File: src/hdl/depth_haze_frame_blend_defines.svh
// Assertion helpers for the control RTL file
`ifndef DEPTH_HAZE_FRAME_BLEND_DEFINES_SVH
`define DEPTH_HAZE_FRAME_BLEND_DEFINES_SVH

// Checked only outside reset
`define DHFB_ASSERT(lbl, prop, msg) \
  lbl: assert property (@(posedge clk_i) disable iff (!rst_ni) prop) else $error(msg);

// Checked at every edge, reset included
`define DHFB_ASSERT_ALWAYS(lbl, prop, msg) \
  lbl: assert property (@(posedge clk_i) prop) else $error(msg);

`endif

File: src/hdl/dhfb_pkg.sv
package dhfb_pkg;

  localparam int DEF_MAX_WIDTH  = 512;
  localparam int DEF_MAX_HEIGHT = 512;

  localparam int CFG_IDX_W  = 3;
  localparam int CFG_DATA_W = 17;

  localparam logic [1:0] OP_STORE = 2'd0;
  localparam logic [1:0] OP_READ  = 2'd1;
  localparam logic [1:0] OP_CLEAR = 2'd2;

  localparam logic [CFG_IDX_W-1:0] CFG_HAZE   = 3'd0;
  localparam logic [CFG_IDX_W-1:0] CFG_BG_R   = 3'd1;
  localparam logic [CFG_IDX_W-1:0] CFG_BG_G   = 3'd2;
  localparam logic [CFG_IDX_W-1:0] CFG_BG_B   = 3'd3;
  localparam logic [CFG_IDX_W-1:0] CFG_STD    = 3'd4;
  localparam logic [CFG_IDX_W-1:0] CFG_WIDTH  = 3'd5;
  localparam logic [CFG_IDX_W-1:0] CFG_HEIGHT = 3'd6;

  localparam logic [16:0] ONE_Q16 = 17'h10000;

  localparam logic [1:0] CH_RED   = 2'd0;
  localparam logic [1:0] CH_GREEN = 2'd1;
  localparam logic [1:0] CH_BLUE  = 2'd2;

  typedef struct packed {
    logic [1:0]  opcode;
    logic [8:0]  pos_x;
    logic [8:0]  pos_y;
    logic        hit;
    logic [31:0] depth;
    logic [15:0] red_in;
    logic [15:0] green_in;
    logic [15:0] blue_in;
  } req_t;

  typedef struct packed {
    logic        status;
    logic        hit_out;
    logic [15:0] red_out;
    logic [15:0] green_out;
    logic [15:0] blue_out;
  } res_t;

  typedef struct packed {
    logic       capture;
    logic       wr;
    logic       clr;
    logic       load;
    logic       mul;
    logic       div_go;
    logic       coef;
    logic       blend;
    logic [1:0] ch;
  } cmd_t;

  typedef struct packed {
    logic [1:0] op;
    logic       in_frame;
    logic       blend_need;
    logic       div_busy;
  } sts_t;

endpackage

File: src/hdl/dhfb_ctrl.sv
`include "depth_haze_frame_blend_defines.svh"

module dhfb_ctrl (
  input  logic           clk_i,
  input  logic           rst_ni,
  input  logic           start,
  output logic           busy,
  output logic           done_o,
  output dhfb_pkg::cmd_t cmd_o,
  input  dhfb_pkg::sts_t sts_i
);
  import dhfb_pkg::*;

  typedef enum logic [3:0] {
    ST_IDLE, ST_DECODE, ST_LOAD, ST_MUL, ST_DIVGO, ST_DIV, ST_COEF,
    ST_BL_R, ST_BL_G, ST_BL_B, ST_FINISH
  } state_e;

  state_e     state_q, state_d;
  logic       busy_q, done_q;
  logic       accept;
  logic [6:0] cmd_vec;

  assign accept = start && !busy_q;

  always_comb begin
    state_d = state_q;
    cmd_o   = '0;
    cmd_o.capture = accept;
    case (state_q)
      ST_IDLE:   if (accept) state_d = ST_DECODE;
      ST_DECODE: begin
        state_d = ST_FINISH;
        if (sts_i.op == OP_CLEAR) begin
          cmd_o.clr = 1'b1;
        end else if (sts_i.in_frame && sts_i.op == OP_STORE) begin
          cmd_o.wr = 1'b1;
        end else if (sts_i.in_frame && sts_i.op == OP_READ) begin
          state_d = ST_LOAD;
        end
      end
      ST_LOAD: begin
        cmd_o.load = 1'b1;
        state_d    = sts_i.blend_need ? ST_MUL : ST_FINISH;
      end
      ST_MUL: begin
        cmd_o.mul = 1'b1;
        state_d   = ST_DIVGO;
      end
      ST_DIVGO: begin
        cmd_o.div_go = 1'b1;
        state_d      = ST_DIV;
      end
      ST_DIV:    if (!sts_i.div_busy) state_d = ST_COEF;
      ST_COEF: begin
        cmd_o.coef = 1'b1;
        state_d    = ST_BL_R;
      end
      ST_BL_R: begin
        cmd_o.blend = 1'b1;
        cmd_o.ch    = CH_RED;
        state_d     = ST_BL_G;
      end
      ST_BL_G: begin
        cmd_o.blend = 1'b1;
        cmd_o.ch    = CH_GREEN;
        state_d     = ST_BL_B;
      end
      ST_BL_B: begin
        cmd_o.blend = 1'b1;
        cmd_o.ch    = CH_BLUE;
        state_d     = ST_FINISH;
      end
      ST_FINISH: state_d = ST_IDLE;
      default:   state_d = ST_IDLE;
    endcase
  end

  always_ff @(posedge clk_i or negedge rst_ni) begin
    if (!rst_ni) begin
      state_q <= ST_IDLE;
      busy_q  <= 1'b0;
      done_q  <= 1'b0;
    end else begin
      state_q <= state_d;
      busy_q  <= (state_d != ST_IDLE);
      done_q  <= (state_d == ST_FINISH);
    end
  end

  assign busy   = busy_q;
  assign done_o = done_q;

  assign cmd_vec = {cmd_o.wr, cmd_o.clr, cmd_o.load, cmd_o.mul, cmd_o.div_go, cmd_o.coef,
                    cmd_o.blend};

  `DHFB_ASSERT(a_accept_busy, accept |=> busy_q, "accepted request did not raise busy")
  `DHFB_ASSERT(a_done_single, done_q |=> (!done_q && !busy_q), "result strobe not single")
  `DHFB_ASSERT(a_cmd_onehot, $onehot0(cmd_vec), "overlapping datapath commands")
  `DHFB_ASSERT_ALWAYS(a_reset_idle, !rst_ni |-> (!busy_q && !done_q), "control active in reset")

endmodule

File: config.mk
export PLATFORM = sky130hd
export DESIGN_NAME = dhfb_ctrl
export DESIGN_NICKNAME = d
export VERILOG_FILES = /design/src/hdl/dhfb_pkg.sv /design/src/hdl/dhfb_ctrl.sv
export VERILOG_INCLUDE_DIRS = /design/src /design/src/hdl
export SDC_FILE = /design/constraint.sdc
export NUM_CORES = 1
export LEC_CHECK = 0
export ABC_AREA = 1
export BUFFER_PORTS_ARGS = -buffer_cell sky130_fd_sc_hd__buf_2
export CAP_MARGIN = 10
export CORE_AREA = 10 10 47 49
export CTS_BUF_LIST = sky130_fd_sc_hd__clkbuf_4
export DETAILED_ROUTE_END_ITERATION = 8
export DIE_AREA = 0 0 57 59
export PLACE_DENSITY = 0.63
export SLEW_MARGIN = 20
export SYNTH_ARGS = -nofsm -noshare
export SYNTH_HDL_FRONTEND = slang
export SYNTH_SLANG_ARGS = --single-unit
File: constraint.sdc
create_clock -name clk_i -period 1.05 [get_ports clk_i]
set_input_delay 0.105 -clock clk_i [delete_from_list [all_inputs] [get_ports clk_i]]
set_output_delay 0.105 -clock clk_i [all_outputs]
set_load 0.02 [all_outputs]
# After elaboration in Yosys (flattened, before gate mapping)
# Index checks and enable logic that the tools add are counted.
# word_totals
regBits	6
input_bits	8
# classes
eq_ne	12
mux	16
n_reduce_logical	7
# op_table
cell	count
4-bit one-hot mux with 10 select lines	1
4-bit two-way mux	6
4-bit by 3-bit == test with 1-bit output, second input constant	4
4-bit == test, second input constant	3
3-bit one-hot mux with 3 select lines	1
4-bit by 2-bit == test with 1-bit output, second input constant	2
1-bit two-way mux	7
4-bit by 1-bit == test with 1-bit output, second input constant	1
4-bit zero test	1
4-bit nonzero test	1
1-bit logical AND	3
2-bit by 1-bit == test with 1-bit output, second input constant	1
2-bit == test, second input constant	1
2-bit zero test	1
2-bit two-way mux	1
1-bit zero test	1

# Depth between registers and ports, before layout
# depth
ltp_word	7
depth_mapped	8
depth_no_buf	8

# Worst setup path before layout
# OpenSTA, ideal clock, no wires.
# synth_path
path_kind	register to register
from	register state_q[2]
to	register busy_q (netlist: busy)
arrival_time_ns	1.099
stages_incl_launch_ff	8
period_less_slack_ns	1.164
slack_ns	-0.114
path_buffers	0
path_cell_list	dfrtp_1 -> nor2_4 -> inv_2 -> nor2_2 -> nand2_1 -> nand2_1 -> nor2_2 -> nand2_1
# synth_between
elab_chain_cells	3
elab_cells_between_ends	14
classes_between	9 x eq/ne; 3 x mux; 2 x reduce/logical
# synth_lines
element	line_no	text
start, declared	dhfb_ctrl.sv:19	state_e state_q, state_d;
start signal, assigned	dhfb_ctrl.sv:85	state_q <= state_d;
4-bit == test (tied with other cells)	dhfb_ctrl.sv:30	case (state_q)
4-bit one-hot mux with 10 select lines *	dhfb_ctrl.sv:30	
4-bit nonzero test *	dhfb_ctrl.sv:86	busy_q <= (state_d != ST_IDLE);
end signal, assigned	dhfb_ctrl.sv:86	
end, declared	dhfb_ctrl.sv:20	logic busy_q, done_q;
# Mark *: on every way between the ends. The rest lies on a longest branch, timed or not.

==> flow_metrics.py <==
metrics = {
    "outcome": {
        "outcome": "finished with violations",
        "violations": "negative setup slack",
    },
    "timing": {
        "skew_ns": 0.00169,
        "drv_slew": 0,
        "whs_ns": 0.161,
        "rsz0062_at_grt": "true",
        "finalHoldViolCount": 0,
        "finalSetupTns_ns": -3.09,
        "relSlewSlack_pct": 86.9,
        "setup_viol": 13,
        "worst_pin_slew_ns": 0.197,
        "finalCritPeriodShare_pct": 128,
        "layout_min_cycle_time_ns": 1.34,
        "max_freq_mhz": 744,
        "timing.final.ws_setup_ns": -0.294,
    },
    "power": {
        "peakVddDrop_mv": 1.88,
        "power.leakage_nw": 0.473,
        "finalPower_mw": 2.89,
        "power_density_nw_per_um2": 3400,
    },
    "global_routing": {
        "grt_max_degree": 8,
        "grt_pass1_vias": 560,
        "grt_use_total_pct": 8.53,
        "antenna_found_initial": 0,
        "grt_pass1_wl_microns": 2350,
        "gr-total-overflow": 0,
    },
    "clocking": {
        "root_buffer": "clkbuf_4",
        "clk_pin_slew_ns": 0.04,
        "clk_latency_ns": 0.24,
        "cts_tree": "yes",
        "h-tree-depth": 1,
        "clockBufferDepth": 2,
        "cts.sinks": 6,
        "cts_buffers": 3,
    },
    "yosys": {
        "synth_cell_types": 13,
        "synth.net_count": 78,
        "syn_avg_cell_area_sq_um": 6.43,
        "synthesis.instances": 70,
        "ys_seq_area_share_pct": 33.3,
        "syn-cell-area_sq_um": 450,
        "synth-seq-cells": 6,
        "ys_warn_count": 0,
    },
    "detailed_routing": {
        "route.detailed.drc": 0,
        "drt_iter0_markers": 5,
        "via_per_inst": 4.52,
        "ant_nets": 0,
        "finalWirelength_microns": 1440,
        "vias": 556,
        "dr.pass1.iters": 4,
        "post_drt_wl_per_cell_microns": 11.7,
    },
    "worst_setup_path": {
        "end_kind": "primary output",
        "cp-start-kind": "flip-flop",
        "worst-path-max-fanout": 4,
        "critPathRequiredTime_ns": 0.94,
        "arrival_ns": 1.24,
        "slowest_stage": "dfrtp_2",
        "cp_slowest_stage_delay_ns": 0.44,
        "critPathKind": "flip-flop to primary output",
        "crit_chain": "buf_4 > nand3_1 > nand2_1 > nand2_2 > inv_2 > buf_6",
    },
    "floorplanning": {
        "ios": 20,
        "fp.dieArea_sq_um": 3360,
        "die_height_microns": 59,
        "initial_core_util_pct": 32.1,
        "fp.dieW_microns": 57,
        "rows": 14,
        "core_area_sq_um": 1400,
    },
    "final_layout": {
        "drive_above_1_share_pct": 65.4,
        "fill_cells": 131,
        "area_growth_pct": 88.6,
        "diodes": 0,
        "final_util_pct": 60.6,
        "design.final.nets": 117,
    },
    "hold_path": {
        "hp-class": "input port to flip-flop",
    },
    "placed_design": {
        "place.gp.congestion": 0.743,
        "port_buffers": 19,
        "hpwl_microns": 947,
    },
    "run": {
        "maxCapViolCount": 0,
    },
}
[synth_stat cells]
library cell	instances	area [sq um]
dfrtp_1	6	150
nand3_2	1	10.0
nor2_4	1	11.3
nand4_1	2	12.5
inv_2	5	18.8
inv_1	11	41.3
nand3b_1	1	7.51
buf_4	1	7.51
nand3_1	7	35.0
nand2_2	5	31.3
nor2_2	5	31.3
nand2_1	16	60.1
nor2_1	9	33.8
[layout make-up]
type                    instances  area [sq um]  area share [%]
well taps                      16          20.0            2.36
repair buffers                 35           284            33.4
inverters                      16          70.1            8.25
multi-input cells              47           298            35.1
flip-flops and latches          6           155            18.3
clock buffers                   3          22.5            2.65
[worst paths after layout]
| kind | from | end | slack (ns) | cells past startpoint |
|---|---|---|---|---|
| min | sts_i[0] | state_q[1]$_DFF_PN0_ | 0.16 | 4 |
| max reg2reg | state_q[0]$_DFF_PN0_ | busy$_DFF_PN0_ | -0.25 | 8 |
| max | state_q[0]$_DFF_PN0_ | cmd_o[2] | -0.29 | 6 |
| min in group asynchronous | rst_ni | busy$_DFF_PN0_ | 0.21 | 2 |
| max in group asynchronous | rst_ni | state_q[2]$_DFF_PN0_ | 0.68 | 2 |
| min reg2reg | state_q[2]$_DFF_PN0_ | state_q[2]$_DFF_PN0_ | 0.63 | 2 |
[flip-flops by register name, summed over array words and instances (netlist names)]
name	cells
state_q	4
busy	1
done_o	1
[what timing repair did]
action | 4_1_cts | 5_1_grt
buffers inserted | 9 | 6
endpoints found under the hold margin | 6 | 0
pin swaps | 10 | 5
setup endpoints to repair | 13 | 15
hold buffers | 1 | 0
resized for setup | 40 | 7
[worst max-delay path: cells and delay by family, from the launching register on]
kind,cells,cell delay (ns)
simple gates,3,0.24
buf+inv,3,0.32
flops,1,0.44
[power by group]
part | switching (mW) | internal, mW
Clock | 0.0783 | 0.129
Combinational | 1.13 | 1.03
Sequential | 0.164 | 0.353
[metrics by stage]
step,cells,worst slack (ns),instance area (sq um)
6_report,123,-0.294,850
5_1_grt,123,-0.370,850
4_1_cts,117,-0.257,785
3_5_place_dp,104,-0.0971,568
3_3_place_gp,104,-0.108,568
2_1_floorplan,70,-0.0371,460
[cells in the final DEF (no fill, tap or decap), drive strengths merged]
cell         count
nand2           21
buf             34
nand3b           1
nand3            8
dfrtp            6
dlygate4sd3      1
inv             15
clkinv           1
nand4            2
clkbuf           3
nor2            15
[kinds of logic after synthesis]
family | synth area share (%)
and+or+nand+nor | 51.7
buffers and inverters | 15.0
DFF | 33.3
[per-layer routing]
metal / GRT usage [%] / part of all wire, % / wire (microns) / vias to the layer above
met5: 0 / 0 / 0 / -
met3: 4.29 / 7.9 / 113 / 0
met4: 4.03 / 0 / 0 / 0
met1: 8.35 / 37 / 525 / 260
li1: - / - / - / 283
met2: 14.7 / 56 / 798 / 13
No activity file was read; power rests on OpenSTA's default activity.
